File: src/hw/rtl/assert_macros.svh
// assertion helpers used by double_ended_queue
`ifndef ASSERT_MACROS_SVH
`define ASSERT_MACROS_SVH

// implication checked at every clock edge outside reset
`define DQ_ASSERT_IMPL(label, clk, rst, ante, cons) \
   label: assert property (@(posedge clk) disable iff (rst) (ante) |-> (cons)) \
      else $error("deque assertion failed");

// condition that holds at every clock edge outside reset
`define DQ_ASSERT_ALWAYS(label, clk, rst, expr) \
   label: assert property (@(posedge clk) disable iff (rst) (expr)) \
      else $error("deque assertion failed");

`endif

File: src/hw/rtl/dq_pkg.sv
`timescale 1ns / 1ps
// ----------------------------------------------------------------------------
// dq_pkg
// Shared widths, request codes, status codes and command types of the deque.
// ----------------------------------------------------------------------------
package dq_pkg;

   localparam int unsigned DQ_CAPACITY   = 1024;
   localparam int unsigned DQ_DATA_WIDTH = 32;

   localparam int unsigned MODE_W   = 3;
   localparam int unsigned INDEX_W  = 11;
   localparam int unsigned VALUE_W  = 32;
   localparam int unsigned COUNT_W  = 11;
   localparam int unsigned STATUS_W = 2;

   // request modes
   localparam logic [MODE_W-1:0] MODE_PUSH_FRONT = 3'd0;
   localparam logic [MODE_W-1:0] MODE_PUSH_BACK  = 3'd1;
   localparam logic [MODE_W-1:0] MODE_INSERT     = 3'd2;
   localparam logic [MODE_W-1:0] MODE_ERASE      = 3'd3;
   localparam logic [MODE_W-1:0] MODE_READ       = 3'd4;
   localparam logic [MODE_W-1:0] MODE_WRITE      = 3'd5;
   localparam logic [MODE_W-1:0] MODE_CLEAR      = 3'd6;

   // response status
   localparam logic [STATUS_W-1:0] ST_OK    = 2'd0;
   localparam logic [STATUS_W-1:0] ST_FULL  = 2'd1;
   localparam logic [STATUS_W-1:0] ST_EMPTY = 2'd2;
   localparam logic [STATUS_W-1:0] ST_RANGE = 2'd3;

   // request class; all zero is a no-op
   typedef struct packed {
      logic add;
      logic del;
      logic rd;
      logic wr;
      logic clr;
      logic at_front;
      logic at_back;
   } dq_kind_type;

   typedef struct packed {
      dq_kind_type         kind;
      logic [INDEX_W-1:0]  index;
      logic [VALUE_W-1:0]  value;
   } dq_cmd_type;

endpackage

File: src/hw/rtl/dq_if.sv
`timescale 1ns / 1ps
// ----------------------------------------------------------------------------
// dq_if
// Request and response channels of the deque, valid/ready handshake.
// ----------------------------------------------------------------------------
interface dq_req_if;
   import dq_pkg::*;
   logic                       valid;
   logic                       ready;
   logic [MODE_W-1:0]          mode;
   logic [INDEX_W-1:0]         index;
   logic signed [VALUE_W-1:0]  value;
   modport source (output valid, mode, index, value, input ready);
   modport sink (input valid, mode, index, value, output ready);
endinterface


File: src/hw/rtl/dq_front.sv
`timescale 1ns / 1ps
// ----------------------------------------------------------------------------
// dq_front
// Accepts request words, classifies the mode and queues up to two commands.
// ----------------------------------------------------------------------------
module dq_front (
   input  logic               clock,
   input  logic               reset,
   dq_req_if.sink             req_if,
   output logic               cmd_valid,
   input  logic               cmd_ready,
   output dq_pkg::dq_cmd_type cmd
);
   import dq_pkg::*;

   dq_cmd_type q_ff [2];
   logic       wr_ptr_ff, wr_ptr_in;
   logic       rd_ptr_ff, rd_ptr_in;
   logic [1:0] fill_ff, fill_in;
   dq_cmd_type entry;
   logic       push, pop;

   // handshakes
   assign req_if.ready = (fill_ff != 2'd2);
   assign cmd_valid    = (fill_ff != 2'd0);
   assign push         = req_if.valid && req_if.ready;
   assign pop          = cmd_valid && cmd_ready;
   assign cmd          = q_ff[rd_ptr_ff];

   // classify the mode
   always_comb begin
      entry       = '0;
      entry.index = req_if.index;
      entry.value = req_if.value;
      case (req_if.mode)
         MODE_PUSH_FRONT: begin
            entry.kind.add      = 1'b1;
            entry.kind.at_front = 1'b1;
         end
         MODE_PUSH_BACK: begin
            entry.kind.add     = 1'b1;
            entry.kind.at_back = 1'b1;
         end
         MODE_INSERT: entry.kind.add = 1'b1;
         MODE_ERASE:  entry.kind.del = 1'b1;
         MODE_READ:   entry.kind.rd  = 1'b1;
         MODE_WRITE:  entry.kind.wr  = 1'b1;
         MODE_CLEAR:  entry.kind.clr = 1'b1;
         default:     entry.kind     = '0;
      endcase
   end

   // queue pointers and fill
   always_comb begin
      wr_ptr_in = push ? ~wr_ptr_ff : wr_ptr_ff;
      rd_ptr_in = pop ? ~rd_ptr_ff : rd_ptr_ff;
      fill_in   = fill_ff + {1'b0, push} - {1'b0, pop};
   end

   always_ff @(posedge clock) begin
      if (reset) begin
         wr_ptr_ff <= 1'b0;
         rd_ptr_ff <= 1'b0;
         fill_ff   <= 2'd0;
      end else begin
         wr_ptr_ff <= wr_ptr_in;
         rd_ptr_ff <= rd_ptr_in;
         fill_ff   <= fill_in;
      end
   end

   // queue storage
   always_ff @(posedge clock) begin
      if (push) begin
         q_ff[wr_ptr_ff] <= entry;
      end
   end

endmodule

File: src/flat_wrapper.sv
// flat-port wrapper written by rule: the top's interface ports become plain ports
module dq_front_flat import dq_pkg::*;
  (clock, reset, cmd_valid, cmd_ready, cmd, req_if_valid, req_if_mode, req_if_index, req_if_value, req_if_ready);
  dq_req_if req_if_i ();
  input  logic clock;
  input  logic reset;
  output logic cmd_valid;
  input  logic cmd_ready;
  output dq_pkg::dq_cmd_type cmd;
  input wire logic [$bits(req_if_i.valid)-1:0] req_if_valid;
  input wire logic [$bits(req_if_i.mode)-1:0] req_if_mode;
  input wire logic [$bits(req_if_i.index)-1:0] req_if_index;
  input wire logic [$bits(req_if_i.value)-1:0] req_if_value;
  output wire logic [$bits(req_if_i.ready)-1:0] req_if_ready;
  assign req_if_i.valid = req_if_valid;
  assign req_if_i.mode = req_if_mode;
  assign req_if_i.index = req_if_index;
  assign req_if_i.value = req_if_value;
  assign req_if_ready = req_if_i.ready;
  dq_front u_core (.clock(clock), .reset(reset), .req_if(req_if_i), .cmd_valid(cmd_valid), .cmd_ready(cmd_ready), .cmd(cmd));
endmodule
File: config.mk
export PLATFORM = sky130hd
export DESIGN_NAME = dq_front_flat
export DESIGN_NICKNAME = d
export VERILOG_FILES = /design/src/hw/rtl/assert_macros.svh /design/src/hw/rtl/dq_pkg.sv /design/src/hw/rtl/dq_if.sv /design/src/hw/rtl/dq_front.sv /design/src/flat_wrapper.sv
export SDC_FILE = /design/constraint.sdc
export NUM_CORES = 1
export LEC_CHECK = 0
export BUFFER_PORTS_ARGS = -buffer_cell sky130_fd_sc_hd__buf_2
export CAP_MARGIN = 25
export CORE_UTILIZATION = 53
export DETAILED_ROUTE_END_ITERATION = 16
export PLACE_DENSITY = 0.79
export SLEW_MARGIN = 10
export SYNTH_ARGS = -nofsm -noshare
export SYNTH_HDL_FRONTEND = slang
export SYNTH_SLANG_ARGS = --single-unit
File: constraint.sdc
create_clock -name clock -period 4.05 [get_ports clock]
set_input_delay 0.2025 -clock clock [delete_from_list [all_inputs] [get_ports clock]]
set_output_delay 0.2025 -clock clock [all_outputs]
set_load 0.005 [all_outputs]
==> results of run 1 <==
==> power groups by stage <==
stage / Combinational (mW) / Clock (mW) / Sequential, mW
after floorplan: 0.635 / 0 / 1.45
after global placement: 0.729 / 0 / 1.55
after detailed placement: 0.742 / 0 / 1.56
after CTS: 0.746 / 0.586 / 1.53
after global routing: 0.787 / 0.627 / 1.55
final: 0.732 / 0.566 / 1.53
==> cell type report <==
type | instances | area share (%)
Clock buffer | 9 | 2.53
Clock inverter | 7 | 1.08
Inverter | 2 | 0.154
Multi-Input combinational cell | 77 | 19.2
Sequential cell | 105 | 63.6
Tap cell | 99 | 2.53
Timing Repair Buffer | 103 | 10.9
==> how the worst max path moves through the flow <==
stage                       from                 end  slack [ns]  cells after the start
6_report       u_core.fill_ff[0]  u_core.q_ff[0][43]        1.95                      4
5_1_grt        u_core.fill_ff[0]  u_core.q_ff[0][45]        1.82                      4
4_1_cts        u_core.fill_ff[0]  u_core.q_ff[0][43]        1.93                      4
3_5_place_dp   u_core.fill_ff[0]  u_core.q_ff[0][41]        1.94                      4
3_3_place_gp   u_core.fill_ff[0]  u_core.q_ff[0][41]        1.98                      4
2_1_floorplan  u_core.fill_ff[0]   u_core.q_ff[0][0]        0.67                      3
==> sequential cells by signal, indices dropped and copies added (netlist names), named ones only <==
name,cells
u_core.q_ff,100
u_core.fill_ff,2
u_core.rd_ptr_ff,1
u_core.wr_ptr_ff,1
==> synth_stat cells <==
cell      number
edfxtp_1     100
mux2_4        50
buf_12         5
dfxtp_1        5
nor2_1         5
and3b_1        2
ha_1           2
inv_1          2
nand2b_1       2
nor2b_1        2
nor3b_1        2
xnor2_1        2
a21oi_1        1
and2_4         1
and3_1         1
buf_6          1
nand2_1        1
nand3_1        1
nor3_1         1
o21a_1         1
o21ai_1        1
or2_2          1
xor2_1         1
==> cell families (layout without fill, tap and decap cells) <==
group / count (synthesis) / after routing / share of synthesized area [%]
flops: 105 / 105 / 74.7
mux: 50 / 50 / 18.1
simple gates: 19 / 19 / 2.68
buf+inv: 8 / 121 / 2.86
compound gates: 3 / 3 / 0.422
xor+xnor: 3 / 3 / 0.633
fa+ha+maj: 2 / 2 / 0.602
==> metrics by stage <==
step	std cells	utilization, %
floorplan	190	-
global placement	385	63.3
detailed placement	386	63.6
CTS	402	66.0
global route	402	66.0
finish	402	66.0
==> critical path, stage by stage, from the launching register on <==
cell,delay [ns]
dfxtp_1,0.37
nand2b_1,0.18
and2_4,0.18
nor2b_4,0.56
buf_4,0.46
==> routing by layer <==
layer / GRT usage, % / up-vias / share of wire (%) / routed length [µm]
met3: 4.21 / 12 / 6.0 / 374
met1: 20.0 / 983 / 43 / 2700
met5: 0 / - / 0 / 0
met2: 26.2 / 73 / 49 / 3060
met4: 7.80 / 0 / 1.9 / 117
li1: - / 952 / - / -
==> results.ini, run 1 <==
[placed_design]
dp_slack_ns = 1.94
dpl_cell_area_um2 = 4710
hpwlAfterDp_um = 4210
io_buffers = 101
place_congestion = 0.718

[cells_and_area]
stdcell_area_um2 = 4890
nets = 350
antenna_cells = 0
multi_input_area_um2 = 940
nFillCells = 496
area_growth_pct = 17.7
drive_gt1_share_pct = 57.4
final_common_cell = buf_2
regArea_um2 = 3110
layout_common_cells = buf_2 (101), edfxtp_1 (100), mux2_4 (50)

[timing]
clock_skew_ns = 0.00679
finalSetupViolCount = 0
period_minus_slack_ns = 2.10
fmax_mhz = 477
fin_ws_ns = 1.95
hold_ws_ns = 0.0328
drv_slew = 0
rsz0062_at_grt = false
tns_ns = 0
slew_headroom_pct = 37.2
tightest_slew_ns = 0.941
finalHoldViolations = 0
post-route-period-util_pct = 51.8

[worst_setup_path]
rr_startpoint = u_core.fill_ff[0]
cp-start-kind = flip-flop
reg2reg_depth = 4
crit_required_ns = 4.07
reg2reg_to = u_core.q_ff[0][43]
cp.arrival_ns = 2.12
worst-path-max-fanout = 27
cp-end-kind = flip-flop
criticalPathCategory = reg -> reg
r2r_slack_ns = 1.95

[routing]
via_per_inst = 5.02
first_pass_iters = 4
wl_um = 6260
drt_iter0_markers = 87
postRouteAntennaNets = 0
routedWlPerCell_um = 15.6
drc = 0
routed-via-count = 2020

[power]
p_per_area_nw_per_um2 = 578
pwr-share-comb_pct = 25.9
p_int_mw = 2.08
p_clk_share_pct = 20.0
power_switching_mw = 0.740
p_sw_share_pct = 26.2
power.leakage_nw = 1.94
p_total_mw = 2.82
seq_power_share_pct = 54.0
vdd.ir_drop.worst_mv = 0.368

[min_path]
hold_start = req_if_index[0]
hold_depth = 1
hold_path_end = u_core.q_ff[1][32]
hp-class = in -> reg

[logic_synthesis]
synth_top_area_share_pct = 72.3
synth_nets = 242
netlist_instances = 190
yosys.area.top_type = edfxtp_1
synth_area_per_cell_um2 = 21.9
synthTopCellsByArea = edfxtp_1 (72%), mux2_4 (18%), buf_12 (2.4%)
yosysSeqAreaShare_pct = 74.7
ys.warnings.count = 0
ys_types = 23
synth_area_um2 = 4150
yosys_register_bits = 105

[floorplan]
die_h_um = 90.5
die_area_um2 = 8190
io_pins = 102
initial_core_util_pct = 56.1
coreArea_um2 = 7410
num_rows = 31
die_x_um = 90.5

[global_route]
grt_max_degree = 51
grt_antenna_before_repair = 0
gr-total-overflow = 0
grt_util_all_layers_pct = 16.1
grt_pass1_wl_um = 9820
grt_pass1_vias = 2036

[job]
drv_cap = 0

[cts]
postCtsSetupBuffers = 0
clk_latency_ns = 0.35
cts_tree = yes
numCtsBuffers = 9
postCtsHoldBufs = 0
clk_path_buf_depth = 2
cts_resized = 0
clock-sinks = 105
htree_levels = 3
root_buffer = clkbuf_8
path_clk_slew_ns = 0.09

[run_status]
status = finished clean

No activity file was read; power rests on OpenSTA's default activity.
==> run 2: changes to the inputs <==
--- a/config.mk
+++ b/config.mk
@@ -5,11 +5,12 @@
 export SDC_FILE = /design/constraint.sdc
 export NUM_CORES = 1
 export LEC_CHECK = 0
+export ABC_AREA = 1
 export BUFFER_PORTS_ARGS = -buffer_cell sky130_fd_sc_hd__buf_2
 export CAP_MARGIN = 25
-export CORE_UTILIZATION = 53
+export CORE_UTILIZATION = 48
 export DETAILED_ROUTE_END_ITERATION = 16
-export PLACE_DENSITY = 0.79
+export PLACE_DENSITY = 0.76
 export SLEW_MARGIN = 10
 export SYNTH_ARGS = -nofsm -noshare
 export SYNTH_HDL_FRONTEND = slang
==> constraint.sdc (replaced) <==
create_clock -name clock -period 1.9 [get_ports clock]
set_input_delay 0.095 -clock clock [delete_from_list [all_inputs] [get_ports clock]]
set_output_delay 0.095 -clock clock [all_outputs]
set_load 0.005 [all_outputs]
==> run 2 against run 1 <==
Compared with the run above:
- register-to-register slack got worse by 1.6 ns
- total power increased by 110%
- utilization decreased by 1.1 points
- sequential power increased by 100%
- global-route usage decreased by 0.28 points
- routed wire length increased by 9.0%
- cell count increased by 17%
- flip-flop and latch count unchanged
- critical path depth decreased by 1
- synthesized cell count increased by 7.4%
- critical endpoint is now cmd[44]
- highest routed layer unchanged
==> results.ini, run 2 <==
[run_status]
status = finished clean  ; unchanged

[power]
p_per_area_nw_per_um2 = 1120  ; was 578 nW/µm²
vdd.ir_drop.worst_mv = 0.624  ; was 0.368 mV
power.leakage_nw = 2.17  ; was 1.94 nW
p_total_mw = 6.05  ; was 2.82 mW

[timing]
tns_ns = 0  ; unchanged
clock_skew_ns = 0.00887  ; was 0.00679 ns
drv_slew = 0  ; unchanged
tightest_slew_ns = 0.395  ; was 0.941 ns
post-route-period-util_pct = 83.6
finalSetupViolCount = 0  ; unchanged
finalHoldViolations = 0  ; unchanged
fmax_mhz = 630
period_minus_slack_ns = 1.59
fin_ws_ns = 0.312  ; was 1.95 ns
slew_headroom_pct = 73.7  ; was 37.2%
hold_ws_ns = 0.0483  ; was 0.0328 ns
rsz0062_at_grt = false  ; unchanged

[cts]
numCtsBuffers = 9  ; unchanged
postCtsSetupBuffers = 0  ; unchanged
root_buffer = clkbuf_8  ; unchanged
htree_levels = 3  ; unchanged
clk_latency_ns = 0.35  ; about the same
clk_path_buf_depth = 2  ; unchanged
clock-sinks = 105  ; unchanged
cts_tree = yes  ; unchanged
path_clk_slew_ns = 0.08  ; was 0.09 ns
cts_resized = 0  ; unchanged

[logic_synthesis]
synthTopCellsByArea = edfxtp_1 (72%), mux2_4 (18%), buf_12 (2.4%)  ; unchanged
synth_edf_count = 100  ; unchanged
ys.warnings.count = 0  ; unchanged
ys_types = 12  ; was 23
synth_compound_area_share_pct = 0.361  ; was 0.422%
synth_top_family_by_area = multiplexers  ; unchanged
async_flop_share_pct = 0  ; unchanged
synth_top_area_share_pct = 72.2  ; was 72.3%
yosys_register_bits = 105  ; unchanged
yosys.area.top_type = edfxtp_1  ; unchanged
yosysSeqAreaShare_pct = 74.6  ; was 74.7%
synthSimpleGateAreaFrac_pct = 2.62  ; was 2.68%
synthTopCellsByCount = edfxtp_1 (100), mux2_4 (50), inv_1 (12)  ; was edfxtp_1 (100), mux2_4 (50), buf_12 (5), dfxtp_1 (5), nor2_1 (5)
synth_xor_xnor_area_share_pct = 0  ; was 0.633%
netlist_instances = 204  ; was 190
synth-main-ff-cell = edfxtp_1  ; unchanged
synth_nets = 256  ; was 242
synth_area_um2 = 4160  ; was 4150 µm²
yosysMostFrequentCell = edfxtp_1  ; unchanged
synth_area_per_cell_um2 = 20.4  ; was 21.9 µm²
yosys.area_share.adder_pct = 0.602  ; was 0.603%
muxShareOfSynthArea_pct = 18.1  ; about the same

[cells_and_area]
drive_gt1_share_pct = 47.4  ; was 57.4%
stdcell_area_um2 = 5390  ; was 4890 µm²
largestRegisters = u_core.q_ff: 100 flops, u_core.fill_ff: 2 flops  ; unchanged
fin_util_pct = 64.9  ; was 66.0%
regMostFlops = u_core.q_ff  ; unchanged
largest_register_ffs = 100  ; unchanged
layout_common_cells = buf_2 (101), edfxtp_1 (100), mux2_4 (50)  ; unchanged
final_common_cell = buf_2  ; unchanged
area_growth_pct = 29.5  ; was 17.7%
fin_cells = 470  ; was 402
antenna_cells = 0  ; unchanged
nets = 412  ; was 350

[placed_design]
dpl_cell_area_um2 = 4760  ; was 4710 µm²
io_buffers = 101  ; unchanged
dp.cells = 410  ; was 386
dp_slack_ns = 0.405  ; was 1.94 ns
place_congestion = 0.782  ; was 0.718
hpwlAfterDp_um = 4430  ; was 4210 µm

[job]
drv_cap = 0  ; unchanged

[floorplan]
die_x_um = 95.1  ; was 90.5 µm
num_rows = 33  ; was 31
io_pins = 102  ; unchanged
coreArea_um2 = 8300  ; was 7410 µm²
initial_core_util_pct = 50.1  ; was 56.1%
die_h_um = 95.1  ; was 90.5 µm
die_area_um2 = 9040  ; was 8190 µm²

[routing]
first_pass_iters = 4  ; unchanged
routedWlPerCell_um = 14.5  ; was 15.6 µm
via_per_inst = 4.79  ; was 5.02
wl_um = 6820  ; was 6260 µm
drc = 0  ; unchanged
routed-via-count = 2252  ; was 2020
postRouteAntennaNets = 0  ; unchanged
drt_iter0_markers = 54  ; was 87

[global_route]
grt_util_all_layers_pct = 15.8  ; was 16.1%
grt_pass1_wl_um = 10300  ; was 9820 µm
grt_antenna_before_repair = 0  ; unchanged
gr-total-overflow = 0  ; unchanged
grt_max_degree = 34  ; was 51
grt_pass1_vias = 2150  ; was 2036

[worst_setup_path]
slowest_delay_ns = 0.36  ; was 0.56 ns
critPathSlowestCell = dfxtp_4  ; was nor2b_4
criticalPathCategory = reg -> out  ; was reg -> reg
cp.arrival_ns = 1.49  ; was 2.12 ns
crit_chain = buf_4 -> mux2_4 -> buf_2  ; was nand2b_1 -> and2_4 -> nor2b_4 -> buf_4
worst-path-max-fanout = 17  ; was 27
cp-start-kind = flip-flop  ; unchanged
crit_required_ns = 1.80  ; was 4.07 ns
cp-end-kind = primary output  ; was flip-flop

[min_path]
hp-class = in -> reg  ; unchanged

run 2: cell count changes after synthesis, moves of 4 or more:
cell     previous run  this run
nand2_1             1         8
inv_1               2        12
nor2_1              5         9
nor3_1              1         6
run 2: cell type report:
type                       instances  area (µm²)
timing repair buffer             151        1000
sequential                       105        3110
fill                             587        2910
clock inverter                     5        56.3
inverter                          12        48.8
multi-input combinational         81         907
tap                              105         131
clock buffer                      11         131
run 2: final timing paths:
kind / from / end / slack [ns] / cells after the start
worst min-delay path: req_if_valid / u_core.wr_ptr_ff / 0.05 / 3
worst max register to register: u_core.fill_ff[0] / u_core.q_ff[1][11] / 0.39 / 5
worst min register to register: u_core.rd_ptr_ff / u_core.rd_ptr_ff / 0.53 / 2
worst max-delay path: flip-flop / cmd[44] / 0.31 / 3
run 2: per-layer routing:
metal,global-route usage (%),vias up,wire length (µm)
met5,0,-,0
met4,6.82,0,83
met3,4.55,7,352
met2,27.1,72,3500
met1,18.4,1094,2890
li1,-,1079,-
run 2: where the power goes:
part           total [mW]  switching, mW  internal (mW)
clock                1.30          0.694          0.609
combinational        1.70          0.760          0.935
sequential           3.06          0.102           2.95
total                6.05           1.56           4.50
run 2: worst max-delay path: cells and delay by family, from the launching register on:
family	cells	cell delay [ns]
multiplexers	1	0.34
flip-flops	1	0.36
buffers and inverters	2	0.44
run 2: logic make-up (layout without fill, tap and decap cells):
group,after synthesis,after routing
adders and majority gates,2,2
buffers and inverters,18,179
and+or+nand+nor,26,26
AOI/OAI and AO/OA,3,3
muxes,50,50
DFF,105,105
run 2: repair_timing:
item / 4_1_cts / 5_1_grt
hold endpoints to repair: 88 / 0
endpoints found under the setup margin: 0 / 0
hold buffers: 44 / 0
